[src/hw/rtl/ece_pkg.sv]
`default_nettype none
// ----------------------------------------------------------------------------
// Easing curve evaluator package
// Field widths, curve codes, bounce segment codes and the out-back constant
// shared by the pipeline stages.
// ----------------------------------------------------------------------------
package ece_pkg;

   localparam int CMD_W   = 4;
   localparam int IN_W    = 20;
   localparam int OUT_W   = 17;
   localparam int OUT_MAX = 131071;

   // Out-back overshoot 1.70158 with 32 fraction bits, rounded to nearest.
   localparam logic [33:0] BACK_C1_Q32 = 34'd7308230452;

   typedef enum logic [CMD_W-1:0] {
      CURVE_LINEAR     = 4'd0,
      CURVE_INQUAD     = 4'd1,
      CURVE_OUTQUAD    = 4'd2,
      CURVE_INOUTQUAD  = 4'd3,
      CURVE_INCUBIC    = 4'd4,
      CURVE_OUTCUBIC   = 4'd5,
      CURVE_INOUTCUBIC = 4'd6,
      CURVE_OUTBACK    = 4'd7,
      CURVE_OUTBOUNCE  = 4'd8
   } curve_type;

   typedef enum logic [1:0] {
      SEG_FIRST  = 2'd0,
      SEG_SECOND = 2'd1,
      SEG_THIRD  = 2'd2,
      SEG_LAST   = 2'd3
   } seg_type;

   // Curve code and the half of the curve the item falls in.
   typedef struct packed {
      logic [CMD_W-1:0] cmd;
      logic             upper;
   } ctl_type;

   // Out-back constant rounded to nearest at the given fraction width.
   function automatic logic [33:0] back_c1(input int frac_bits);
      logic [33:0] rnd;
      rnd = 34'(1) << (31 - frac_bits);
      return (BACK_C1_Q32 + rnd) >> (32 - frac_bits);
   endfunction

endpackage
`default_nettype wire

[src/hw/rtl/easing_curve_evaluator.sv]
`default_nettype none
// ----------------------------------------------------------------------------
// Easing curve evaluator
// Returns the eased value of one of nine standard easing curves at progress t.
// A request beat carries a curve code (req_cmd) and t (req_progress, signed,
// FRAC_BITS fraction bits); t is clamped to 0..1. Codes above out-bounce
// return the clamped t. Each request produces one response beat on rsp_eased
// (unsigned, FRAC_BITS fraction bits, saturated to the 17-bit range), in order.
// The pipeline has five register stages: clamp and select, square, cube,
// constant multiply and the output register. It takes one beat per cycle
// while req_stall is low. When the receiver raises rsp_stall, the response
// and all queued beats hold; empty stages still fill, so req_stall rises
// only once every stage is full. Reset clears all valid bits; the data
// registers are not reset.
// ----------------------------------------------------------------------------
module easing_curve_evaluator #(
   parameter int FRAC_BITS = 16
) (
   input  logic                                clock,
   input  logic                                reset,
   input  logic                                req_valid,
   output logic                                req_stall,
   input  logic [ece_pkg::CMD_W-1:0]           req_cmd,
   input  logic signed [ece_pkg::IN_W-1:0]     req_progress,
   output logic                                rsp_valid,
   input  logic                                rsp_stall,
   output logic [ece_pkg::OUT_W-1:0]           rsp_eased
);
   import ece_pkg::*;

   localparam int TW = FRAC_BITS + 1;
   localparam int DW = FRAC_BITS + 4;

   logic s1_vld_ff, s2_vld_ff, s3_vld_ff, s4_vld_ff, out_vld_ff;
   logic s1_vld_in, s2_vld_in, s3_vld_in, s4_vld_in, out_vld_in;
   logic en1, en2, en3, en4, en_out;

   // A stage loads when it is empty or when its contents move on.
   always_comb begin
      en_out     = !out_vld_ff || !rsp_stall;
      en4        = !s4_vld_ff || en_out;
      en3        = !s3_vld_ff || en4;
      en2        = !s2_vld_ff || en3;
      en1        = !s1_vld_ff || en2;
      s1_vld_in  = en1 ? req_valid : s1_vld_ff;
      s2_vld_in  = en2 ? s1_vld_ff : s2_vld_ff;
      s3_vld_in  = en3 ? s2_vld_ff : s3_vld_ff;
      s4_vld_in  = en4 ? s3_vld_ff : s4_vld_ff;
      out_vld_in = en_out ? s4_vld_ff : out_vld_ff;
   end

   always_ff @(posedge clock) begin
      if (reset) begin
         s1_vld_ff  <= 1'b0;
         s2_vld_ff  <= 1'b0;
         s3_vld_ff  <= 1'b0;
         s4_vld_ff  <= 1'b0;
         out_vld_ff <= 1'b0;
      end else begin
         s1_vld_ff  <= s1_vld_in;
         s2_vld_ff  <= s2_vld_in;
         s3_vld_ff  <= s3_vld_in;
         s4_vld_ff  <= s4_vld_in;
         out_vld_ff <= out_vld_in;
      end
   end

   assign req_stall = !en1;
   assign rsp_valid = out_vld_ff;

   ctl_type       s1_ctl;
   logic [TW-1:0] s1_t;
   logic [TW-1:0] s1_x;
   logic [DW-1:0] s1_d;
   seg_type       s1_seg;

   ece_prep #(.FRAC_BITS(FRAC_BITS)) u_prep (
      .clock    (clock),
      .en       (en1),
      .cmd      (req_cmd),
      .progress (req_progress),
      .ctl_ff   (s1_ctl),
      .t_ff     (s1_t),
      .x_ff     (s1_x),
      .d_ff     (s1_d),
      .seg_ff   (s1_seg)
   );

   ctl_type       s2_ctl;
   logic [TW-1:0] s2_t;
   logic [TW-1:0] s2_x;
   logic [TW-1:0] s2_sq;
   logic [TW:0]   s2_bnc;

   ece_square #(.FRAC_BITS(FRAC_BITS)) u_square (
      .clock   (clock),
      .en      (en2),
      .src_ctl (s1_ctl),
      .src_t   (s1_t),
      .src_x   (s1_x),
      .src_d   (s1_d),
      .src_seg (s1_seg),
      .ctl_ff  (s2_ctl),
      .t_ff    (s2_t),
      .x_ff    (s2_x),
      .sq_ff   (s2_sq),
      .bnc_ff  (s2_bnc)
   );

   ctl_type       s3_ctl;
   logic [TW-1:0] s3_t;
   logic [TW-1:0] s3_sq;
   logic [TW-1:0] s3_cube;
   logic [TW-1:0] s3_c1sq;
   logic [TW:0]   s3_bnc;

   ece_cube #(.FRAC_BITS(FRAC_BITS)) u_cube (
      .clock   (clock),
      .en      (en3),
      .src_ctl (s2_ctl),
      .src_t   (s2_t),
      .src_x   (s2_x),
      .src_sq  (s2_sq),
      .src_bnc (s2_bnc),
      .ctl_ff  (s3_ctl),
      .t_ff    (s3_t),
      .sq_ff   (s3_sq),
      .cube_ff (s3_cube),
      .c1sq_ff (s3_c1sq),
      .bnc_ff  (s3_bnc)
   );

   ece_result #(.FRAC_BITS(FRAC_BITS)) u_result (
      .clock    (clock),
      .en_mul   (en4),
      .en_out   (en_out),
      .src_ctl  (s3_ctl),
      .src_t    (s3_t),
      .src_sq   (s3_sq),
      .src_cube (s3_cube),
      .src_c1sq (s3_c1sq),
      .src_bnc  (s3_bnc),
      .eased_ff (rsp_eased)
   );

endmodule
`default_nettype wire

[src/hw/rtl/ece_prep.sv]
`default_nettype none
// ----------------------------------------------------------------------------
// Easing curve evaluator, input stage
// Clamps t to 0..1, picks the multiplier operand (t or 1 - t) and finds the
// bounce segment and its distance from the segment center.
// ----------------------------------------------------------------------------
module ece_prep #(
   parameter int FRAC_BITS
) (
   input  logic                                clock,
   input  logic                                en,
   input  logic [ece_pkg::CMD_W-1:0]           cmd,
   input  logic signed [ece_pkg::IN_W-1:0]     progress,
   output ece_pkg::ctl_type                    ctl_ff,
   output logic [FRAC_BITS:0]                  t_ff,
   output logic [FRAC_BITS:0]                  x_ff,
   output logic [FRAC_BITS+3:0]                d_ff,
   output ece_pkg::seg_type                    seg_ff
);
   import ece_pkg::*;

   localparam int TW = FRAC_BITS + 1;
   localparam int DW = FRAC_BITS + 4;
   localparam int CW = (IN_W > TW) ? IN_W : TW;
   localparam logic [CW-1:0] ONE_C = CW'(1) << FRAC_BITS;
   localparam logic [TW-1:0] ONE   = TW'(1) << FRAC_BITS;
   localparam logic [TW-1:0] HALF  = TW'(1) << (FRAC_BITS - 1);
   localparam logic [DW-1:0] B4    = DW'(4) << FRAC_BITS;
   localparam logic [DW-1:0] B6    = DW'(6) << FRAC_BITS;
   localparam logic [DW-1:0] B8    = DW'(8) << FRAC_BITS;
   localparam logic [DW-1:0] B9    = DW'(9) << FRAC_BITS;
   localparam logic [DW-1:0] B10   = DW'(10) << FRAC_BITS;
   localparam logic [DW-1:0] B21H  = DW'(21) << (FRAC_BITS - 1);

   logic [CW-1:0] raw;
   logic [TW-1:0] t_in;
   logic [TW-1:0] v;
   logic [TW-1:0] x_in;
   logic          use_v;
   ctl_type       ctl_in;
   logic [DW-1:0] t11;
   logic [DW-1:0] ctr;
   logic [DW-1:0] d_in;
   seg_type       seg_in;

   always_comb begin
      raw = CW'($unsigned(progress));
      if (progress[IN_W-1]) begin
         t_in = '0;
      end else if (raw > ONE_C) begin
         t_in = ONE;
      end else begin
         t_in = TW'(raw);
      end
      v = ONE - t_in;

      ctl_in.cmd   = cmd;
      ctl_in.upper = (t_in >= HALF);

      unique case (cmd) inside
         CURVE_OUTQUAD, CURVE_OUTCUBIC, CURVE_OUTBACK: use_v = 1'b1;
         CURVE_INOUTQUAD, CURVE_INOUTCUBIC:            use_v = ctl_in.upper;
         default:                                      use_v = 1'b0;
      endcase
      x_in = use_v ? v : t_in;

      // The last bounce segment uses 11t - 10.5 instead of 22t - 21; the square
      // is then a quarter as large, so all segments share one shift.
      t11 = (DW'(t_in) << 3) + (DW'(t_in) << 1) + DW'(t_in);
      if (t11 < B4) begin
         seg_in = SEG_FIRST;
         ctr    = '0;
      end else if (t11 < B8) begin
         seg_in = SEG_SECOND;
         ctr    = B6;
      end else if (t11 < B10) begin
         seg_in = SEG_THIRD;
         ctr    = B9;
      end else begin
         seg_in = SEG_LAST;
         ctr    = B21H;
      end
      d_in = (t11 >= ctr) ? (t11 - ctr) : (ctr - t11);
   end

   always_ff @(posedge clock) begin
      if (en) begin
         ctl_ff <= ctl_in;
         t_ff   <= t_in;
         x_ff   <= x_in;
         d_ff   <= d_in;
         seg_ff <= seg_in;
      end
   end

endmodule
`default_nettype wire

[src/hw/rtl/ece_square.sv]
`default_nettype none
// ----------------------------------------------------------------------------
// Easing curve evaluator, square stage
// Squares the operand with rounding and evaluates the bounce parabola.
// ----------------------------------------------------------------------------
module ece_square #(
   parameter int FRAC_BITS
) (
   input  logic                  clock,
   input  logic                  en,
   input  ece_pkg::ctl_type      src_ctl,
   input  logic [FRAC_BITS:0]    src_t,
   input  logic [FRAC_BITS:0]    src_x,
   input  logic [FRAC_BITS+3:0]  src_d,
   input  ece_pkg::seg_type      src_seg,
   output ece_pkg::ctl_type      ctl_ff,
   output logic [FRAC_BITS:0]    t_ff,
   output logic [FRAC_BITS:0]    x_ff,
   output logic [FRAC_BITS:0]    sq_ff,
   output logic [FRAC_BITS+1:0]  bnc_ff
);
   import ece_pkg::*;

   localparam int TW = FRAC_BITS + 1;
   localparam int DW = FRAC_BITS + 4;
   localparam int PW = 2 * TW + 1;
   localparam int QW = 2 * DW + 1;
   localparam logic [PW-1:0] RND  = PW'(1) << (FRAC_BITS - 1);
   localparam logic [QW-1:0] BRND = QW'(1) << (FRAC_BITS + 3);
   localparam logic [TW-1:0] OFS2 = TW'(3) << (FRAC_BITS - 2);
   localparam logic [TW-1:0] OFS3 = TW'(15) << (FRAC_BITS - 4);
   localparam logic [TW-1:0] OFS4 = TW'(63) << (FRAC_BITS - 6);

   logic [PW-1:0] sq_full;
   logic [TW-1:0] sq_in;
   logic [QW-1:0] dsq_full;
   logic [TW-1:0] bpart;
   logic [TW-1:0] ofs;
   logic [TW:0]   bnc_in;

   always_comb begin
      sq_full  = PW'(src_x) * PW'(src_x) + RND;
      sq_in    = sq_full[FRAC_BITS +: TW];
      // Divide by 16 and by one unit, rounding to nearest with ties upward.
      dsq_full = QW'(src_d) * QW'(src_d) + BRND;
      bpart    = dsq_full[FRAC_BITS + 4 +: TW];
      unique case (src_seg)
         SEG_FIRST:  ofs = '0;
         SEG_SECOND: ofs = OFS2;
         SEG_THIRD:  ofs = OFS3;
         SEG_LAST:   ofs = OFS4;
         default:    ofs = '0;
      endcase
      bnc_in = (TW + 1)'(bpart) + (TW + 1)'(ofs);
   end

   always_ff @(posedge clock) begin
      if (en) begin
         ctl_ff <= src_ctl;
         t_ff   <= src_t;
         x_ff   <= src_x;
         sq_ff  <= sq_in;
         bnc_ff <= bnc_in;
      end
   end

endmodule
`default_nettype wire

[src/hw/rtl/ece_cube.sv]
`default_nettype none
// ----------------------------------------------------------------------------
// Easing curve evaluator, cube stage
// Forms the rounded cube of the operand and the out-back square term.
// ----------------------------------------------------------------------------
module ece_cube #(
   parameter int FRAC_BITS
) (
   input  logic                  clock,
   input  logic                  en,
   input  ece_pkg::ctl_type      src_ctl,
   input  logic [FRAC_BITS:0]    src_t,
   input  logic [FRAC_BITS:0]    src_x,
   input  logic [FRAC_BITS:0]    src_sq,
   input  logic [FRAC_BITS+1:0]  src_bnc,
   output ece_pkg::ctl_type      ctl_ff,
   output logic [FRAC_BITS:0]    t_ff,
   output logic [FRAC_BITS:0]    sq_ff,
   output logic [FRAC_BITS:0]    cube_ff,
   output logic [FRAC_BITS:0]    c1sq_ff,
   output logic [FRAC_BITS+1:0]  bnc_ff
);
   import ece_pkg::*;

   localparam int TW = FRAC_BITS + 1;
   localparam int PW = 2 * TW + 1;
   localparam logic [33:0]   C1_FULL = back_c1(FRAC_BITS);
   localparam logic [TW-1:0] C1      = C1_FULL[TW-1:0];
   localparam logic [PW-1:0] RND     = PW'(1) << (FRAC_BITS - 1);

   logic [PW-1:0] cube_full;
   logic [PW-1:0] c1sq_full;
   logic [TW-1:0] cube_in;
   logic [TW-1:0] c1sq_in;

   always_comb begin
      cube_full = PW'(src_sq) * PW'(src_x) + RND;
      cube_in   = cube_full[FRAC_BITS +: TW];
      c1sq_full = PW'(C1) * PW'(src_sq) + RND;
      c1sq_in   = c1sq_full[FRAC_BITS +: TW];
   end

   always_ff @(posedge clock) begin
      if (en) begin
         ctl_ff  <= src_ctl;
         t_ff    <= src_t;
         sq_ff   <= src_sq;
         cube_ff <= cube_in;
         c1sq_ff <= c1sq_in;
         bnc_ff  <= src_bnc;
      end
   end

endmodule
`default_nettype wire

[src/hw/rtl/ece_result.sv]
`default_nettype none
// ----------------------------------------------------------------------------
// Easing curve evaluator, result stages
// Multiplies the cube by one plus the out-back constant, then selects the curve,
// combines the terms and saturates into the output register.
// ----------------------------------------------------------------------------
module ece_result #(
   parameter int FRAC_BITS
) (
   input  logic                       clock,
   input  logic                       en_mul,
   input  logic                       en_out,
   input  ece_pkg::ctl_type           src_ctl,
   input  logic [FRAC_BITS:0]         src_t,
   input  logic [FRAC_BITS:0]         src_sq,
   input  logic [FRAC_BITS:0]         src_cube,
   input  logic [FRAC_BITS:0]         src_c1sq,
   input  logic [FRAC_BITS+1:0]       src_bnc,
   output logic [ece_pkg::OUT_W-1:0]  eased_ff
);
   import ece_pkg::*;

   localparam int TW = FRAC_BITS + 1;
   localparam int PW = 2 * TW + 2;
   localparam int RW = FRAC_BITS + 4;
   localparam int XW = (RW > OUT_W + 1) ? RW : OUT_W + 1;
   localparam logic [33:0]   C1_FULL = back_c1(FRAC_BITS);
   localparam logic [TW:0]   C3      = (TW + 1)'(C1_FULL[TW-1:0]) + ((TW + 1)'(1) << FRAC_BITS);
   localparam logic [TW-1:0] ONE     = TW'(1) << FRAC_BITS;
   localparam logic [PW-1:0] RND     = PW'(1) << (FRAC_BITS - 1);

   // Multiply stage registers.
   ctl_type       ctl_ff;
   logic [TW-1:0] t_ff;
   logic [TW-1:0] sq_ff;
   logic [TW-1:0] cube_ff;
   logic [TW-1:0] c1sq_ff;
   logic [TW:0]   bnc_ff;
   logic [TW:0]   c3v3_ff;

   logic [PW-1:0] c3v3_full;
   logic [TW:0]   c3v3_in;

   always_comb begin
      c3v3_full = PW'(C3) * PW'(src_cube) + RND;
      c3v3_in   = c3v3_full[FRAC_BITS +: TW + 1];
   end

   always_ff @(posedge clock) begin
      if (en_mul) begin
         ctl_ff  <= src_ctl;
         t_ff    <= src_t;
         sq_ff   <= src_sq;
         cube_ff <= src_cube;
         c1sq_ff <= src_c1sq;
         bnc_ff  <= src_bnc;
         c3v3_ff <= c3v3_in;
      end
   end

   logic signed [RW-1:0]  one_s;
   logic signed [RW-1:0]  t_s;
   logic signed [RW-1:0]  sq_s;
   logic signed [RW-1:0]  cube_s;
   logic signed [RW-1:0]  c1sq_s;
   logic signed [RW-1:0]  c3v3_s;
   logic signed [RW-1:0]  bnc_s;
   logic signed [RW-1:0]  r;
   logic signed [XW-1:0]  rx;
   logic [OUT_W-1:0]      eased_in;

   always_comb begin
      one_s  = RW'(ONE);
      t_s    = RW'(t_ff);
      sq_s   = RW'(sq_ff);
      cube_s = RW'(cube_ff);
      c1sq_s = RW'(c1sq_ff);
      c3v3_s = RW'(c3v3_ff);
      bnc_s  = RW'(bnc_ff);

      unique case (ctl_ff.cmd)
         CURVE_INQUAD:     r = sq_s;
         CURVE_OUTQUAD:    r = one_s - sq_s;
         CURVE_INOUTQUAD:  r = ctl_ff.upper ? (one_s - (sq_s <<< 1)) : (sq_s <<< 1);
         CURVE_INCUBIC:    r = cube_s;
         CURVE_OUTCUBIC:   r = one_s - cube_s;
         CURVE_INOUTCUBIC: r = ctl_ff.upper ? (one_s - (cube_s <<< 2)) : (cube_s <<< 2);
         CURVE_OUTBACK:    r = one_s - c3v3_s + c1sq_s;
         CURVE_OUTBOUNCE:  r = bnc_s;
         default:          r = t_s;
      endcase

      // Out-back can dip slightly below zero through rounding of its terms.
      rx = XW'(r);
      if (rx < 0) begin
         eased_in = '0;
      end else if (rx > XW'(OUT_MAX)) begin
         eased_in = OUT_W'(OUT_MAX);
      end else begin
         eased_in = rx[OUT_W-1:0];
      end
   end

   always_ff @(posedge clock) begin
      if (en_out) begin
         eased_ff <= eased_in;
      end
   end

endmodule
`default_nettype wire
[config.mk]
export PLATFORM = sky130hd
export DESIGN_NAME = easing_curve_evaluator
export DESIGN_NICKNAME = d
export VERILOG_FILES = /design/src/hw/rtl/ece_pkg.sv /design/src/hw/rtl/easing_curve_evaluator.sv /design/src/hw/rtl/ece_prep.sv /design/src/hw/rtl/ece_square.sv /design/src/hw/rtl/ece_cube.sv /design/src/hw/rtl/ece_result.sv
export SDC_FILE = /design/constraint.sdc
export NUM_CORES = 2
export LEC_CHECK = 0
export ABC_CLOCK_PERIOD_IN_PS = 24800
export BUFFER_PORTS_ARGS = -buffer_cell sky130_fd_sc_hd__buf_4
export CORE_UTILIZATION = 40
export DETAILED_ROUTE_END_ITERATION = 10
export SYNTH_ARGS = -nofsm -noshare
export SYNTH_HDL_FRONTEND = slang
export SYNTH_SLANG_ARGS = --single-unit
[constraint.sdc]
create_clock -name clock -period 24.8 [get_ports clock]
set_clock_uncertainty 0.15 [all_clocks]
set_input_delay 7.44 -clock clock [delete_from_list [all_inputs] [get_ports clock]]
set_output_delay 7.44 -clock clock [all_outputs]
set_load 0.05 [all_outputs]
======== After elaboration in Yosys (flattened, before gate mapping) ========
Index checks and enable logic that the tools add are counted.
word-level totals
  bits in registers ....................... 357
  input bits .............................. 28
  output and inout port bits .............. 19
operators by class
  mux-type cells .......................... 15
  equality and inequality tests ........... 16
  reductions and logical operators ........ 16
  magnitude comparators ................... 8
  multiply operators ...................... 5
  $add $sub $neg .......................... 17
operators with widths
  kind                                                                             count
  20-bit case mux with 8 select lines                                              1
  20-bit 2-to-1 mux                                                                5
  33-bit by 16-bit adder with 33-bit output (second input constant)                3
  17-bit 2-to-1 mux                                                                4
  17-bit case mux with 4 select lines                                              1
  17-bit by 17-bit multiplier with 33-bit output                                   2
  20-bit by 18-bit adder with 20-bit output                                        2
  20-bit less-than comparator (second input constant)                              2
  20-bit subtractor                                                                2
  17-bit by 18-bit subtractor with 19-bit output (first input constant)            2
  37-bit by 20-bit adder with 37-bit output (second input constant)                1
  20-bit by 20-bit multiplier with 37-bit output                                   1
  17-bit by 17-bit subtractor with 18-bit output (first input constant)            2
  34-bit by 16-bit adder with 34-bit output (second input constant)                1
  18-bit by 17-bit multiplier with 34-bit output (first input constant)            1
  17-bit by 17-bit multiplier with 33-bit output (first input constant)            1
  4-bit by 3-bit == test with 1-bit output (second input constant)                 7
  20-bit by 17-bit adder with 20-bit output                                        1
  20-bit >= comparator                                                             1
  20-bit by 17-bit > comparator with 1-bit output (second input constant)          1
  20-bit by 18-bit > comparator with 1-bit output (second input constant)          1
  20-bit by 1-bit less-than comparator with 1-bit output (second input constant)   1
  20-bit by 19-bit less-than comparator with 1-bit output (second input constant)  1
  17-bit by 19-bit subtractor with 20-bit output (first input constant)            1
  other kinds (16)                                                                 32

======== Depth between registers and ports, before layout ========
  depth in word-level cells ............... 11
  depth in mapped cells ................... 34
  mapped depth without buffers ............ 33

======== By module ========
From an unflattened synthesis, not the netlist that was laid out.
unflattened totals
  cell total of the unflattened synthesis .. 5477
  area, all modules ....................... 56155.1 um^2
modules (own cells, without submodules)
  module                  cells an instance  sequential area each (um^2)  instances  area each (um^2)
  ece_square              2069               2222.1                       1          20936.3
  ece_cube                1734               2732.6                       1          17714.5
  ece_result              1233               3783.6                       1          12944.9
  ece_prep                418                1771.7                       1          4352.9
  easing_curve_evaluator  23                 100.1                        1          206.4

======== Worst setup path before layout ========
Ideal clock, no wire load.
  path type ............................... input to output
  from .................................... in rsp_stall
  to ...................................... out req_stall
  path buffers ............................ 1
  stages on the path ...................... 4
  required time ........................... 17210 ps
  path slack .............................. 6620 ps
  data arrival time ....................... 10590 ps
  path through ............................ and3_1 -> clkbuf_1 -> nand4_1 -> inv_1
between the ends
  longest elaborated chain between the ends .. 7
ends and longest elaborated chain
  element            line                          RTL
  from (decl)        easing_curve_evaluator.sv:26  input logic rsp_stall,
  1-bit logical NOT  easing_curve_evaluator.sv:40  en_out = !out_vld_ff || !rsp_stall;
  1-bit logical OR   easing_curve_evaluator.sv:40
  1-bit logical OR   easing_curve_evaluator.sv:41  en4 = !s4_vld_ff || en_out;
  1-bit logical OR   easing_curve_evaluator.sv:42  en3 = !s3_vld_ff || en4;
  1-bit logical OR   easing_curve_evaluator.sv:43  en2 = !s2_vld_ff || en3;
  1-bit logical OR   easing_curve_evaluator.sv:44  en1 = !s1_vld_ff || en2;
  1-bit logical NOT  easing_curve_evaluator.sv:68  assign req_stall = !en1;
  to (decl)          easing_curve_evaluator.sv:22  output logic req_stall,
Every way passes these cells.

======== Worst setup path in the final report ========
Same ends and word-level chain as after synthesis.

==> results.toml <==
[status]
status = "completed"

[routing]
drtIter0Drc = 2283
routed_wl_um = 128000
firstDrtPassIters = 6
met3WireLength_um = 5810
top_layer_used = "met4"
vias = 35000
via_per_inst = 4.96
drt-met1-wl_um = 59900
wl_met2_um = 60600
route.detailed.drc = 0
wire_per_inst_um = 18.2
postRouteAntennaNets = 0

[synth]
synth_fa_ha_area_share_pct = 50.7
muxShareOfSynthArea_pct = 0.136
synth_top_area_share_pct = 34.8
synthCells = 5252
synth_xor_xnor_area_share_pct = 3.76
synth_top_family_by_area = "adder cells"
synth-main-ff-cell = "edfxtp_1"
synth_edf_count = 349
ys_seq_area_share_pct = 19.5
synth_nets = 6914
synth.most_common_cell = "inv_1"
ys_types = 89
yosysWarnings = 0
syn_area_um2 = 54300
ys_seq_elements = 354
yosysTopAreaCell = "fa_1"
synth-compound-area-share_pct = 5.86
synth_area_leaders = "fa_1, edfxtp_1, ha_1"
synth_common_cells = "inv_1, fa_1, ha_1, nand2_1, edfxtp_1"
synth_simple_gate_area_share_pct = 10.3
synth-async-reset-ratio_pct = 0
synth.avg_cell_area_um2 = 10.3

[clock_tree]
cts_setup_buffers = 0
hold_buffers = 0
cts_tree = "done"
cts_buffers = 40
cts.sinks = 354
clk_path_buf_depth = 3
clk_pin_slew_worst_paths_ns = 0.07
clkLatencyLatePin_ns = 0.60
cts_resized = 0
cts_root_buf = "clkbuf_16"
cts_htree_levels = 2

[critical_path]
cp_slowest_cell = "buf_4"
path_class = "in -> out"
r2r_cells = 29
critical-path-top-delay-family = "buffers and inverters"
required_ns = 17.21
cpMostUsedCell = "buf_4"
timing.rr.start = "u_prep.d_ff[11]"
crit_buf_inv = 4
cp-endpoint = "req_stall"
r2r_setup_slack_ns = 15.57
cp-start-kind = "input port"
cp_cell_sequence = "buf_4, and3_1, nand4_1, buf_4, inv_1, buf_4"
crit_arrival_ns = 8.93
cp-startpoint = "rsp_stall"
cp-end-kind = "primary output"
path_depth = 6
worstPathMaxFanout = 61
r2r_end = "u_square.bnc_ff[17]"
slowest_delay_ns = 0.63

[placed_design]
dp_hpwl_um = 102000
gp_congestion = 0.893
pre_cts_slack_ns = 8.22
io_buffers = 46

[floorplanning]
fp.dieW_um = 370
die_h_um = 370
rows = 134
initial_utilization_pct = 40.5
io_pins = 47
core_area_um2 = 134000
die-area_um2 = 137000

[layout]
drive_gt1_share_pct = 3.82
fillers = 12900
multiInputGateArea_um2 = 38400
antenna_cells = 0
area_growth_pct = 6.80
seq_area_um2 = 10600
layout.nets = 6923

[grt]
grt_pass1_vias = 37500
grt_pass1_wl_um = 208000
grtUsageTotal_pct = 19.3
antenna_found_initial = 2
grt_start_max_net_pins = 77
grt_overflow_total = 0

[sta]
min_period_over_period_pct = 66.6
finalHoldViolCount = 0
slew_headroom_pct = 30.3
max_freq_ghz = 0.0605
tns_ns = 0
finalSetupViolations = 0
rsz0062_at_grt = "no"
layout_setup_ws_ns = 8.28
worst_slew_pin_slew_ns = 1.04
slew_violations = 0
timing.hold.ws_ns = 0.243
period_needed_ns = 16.52

[power_and_ir_drop]
leakage_nw = 29.6
power-per-cell-area_nw_per_um2 = 120
ir_drop_mv = 0.299

[hold_path]
hp-class = "reg -> reg"

[run]
max_cap_viol_count = 0
[routing by layer]
| metal | GRT usage [%] | up-vias |
|---|---|---|
| met2 | 32.4 | 735 |
| met4 | 3.28 | 0 |
| met5 | 0 | - |
| met1 | 27.4 | 17700 |
| met3 | 2.02 | 139 |
| li1 | - | 16500 |
[cell type report]
class,count,area share (%)
Sequential cell,354,18.2
Clock buffer,45,1.76
Tap cell,1768,3.81
Multi-Input combinational cell,3489,66.3
Inverter,1281,8.29
Clock inverter,27,0.405
Timing Repair Buffer,95,1.23
[registers in the layout, indices dropped and copies added, names as in the netlist, 18 cells and up]
signal            flops
u_cube.bnc_ff        18
u_prep.d_ff          20
u_result.bnc_ff      18
u_result.c3v3_ff     18
u_square.bnc_ff      18
[worst min-delay path by stage]
stage | start | end | slack, ns | depth (start not counted)
after floorplan | u_square.bnc_ff[0] | u_cube.bnc_ff[0] | 0.25 | 0
after global placement | u_prep.ctl_ff[0] | u_square.ctl_ff[0] | 0.25 | 0
after detailed placement | u_square.bnc_ff[3] | u_cube.bnc_ff[3] | 0.25 | 0
after CTS | u_cube.ctl_ff[0] | u_result.ctl_ff[0] | 0.24 | 0
after global routing | u_square.ctl_ff[1] | u_cube.ctl_ff[1] | 0.27 | 0
final | u_cube.ctl_ff[0] | u_result.ctl_ff[0] | 0.24 | 0
[kinds of logic (layout without fill, tap and decap cells)]
family	after synthesis	count (layout)
multiplexers	7	7
flip-flops	354	354
AND/OR/NAND/NOR	1143	1143
XOR/XNOR	233	233
AO/OA/AOI/OAI	472	472
buffers and inverters	1409	1448
adder cells (fa/ha/maj)	1634	1634
[stage by stage]
stage / power [mW] / instance area, um2 / utilization, % / cells
global route: 7.72 / 58000 / 43.2 / 7059
finish: 6.95 / 58000 / 43.2 / 7059
global placement: 6.28 / 56800 / 42.3 / 6987
floorplan: 4.97 / 54300 / - / 5252
detailed placement: 6.34 / 56800 / 42.3 / 6987
CTS: 7.00 / 58000 / 43.2 / 7059
[layout by cell type, fill, tap and decap left out, types with 74 or more instances in the layout]
master | synthesis | routed
a21oi_1 | 140 | 140
o21ai_0 | 74 | 74
inv_1 | 1281 | 1280
edfxtp_1 | 349 | 349
xor2_1 | 84 | 84
nor2_1 | 178 | 178
and2_1 | 273 | 273
ha_1 | 691 | 691
fa_1 | 943 | 943
nand2_1 | 426 | 425
buf_4 | 2 | 95
xnor2_1 | 149 | 149
[power by group]
part | total [mW] | switching (mW) | internal (mW) | leakage (nW)
combinational | 5.23 | 2.96 | 2.26 | 25.0
sequential | 1.16 | 0.145 | 1.01 | 4.07
clock | 0.572 | 0.259 | 0.313 | 0.601
Power figures use the tool's default switching activity.
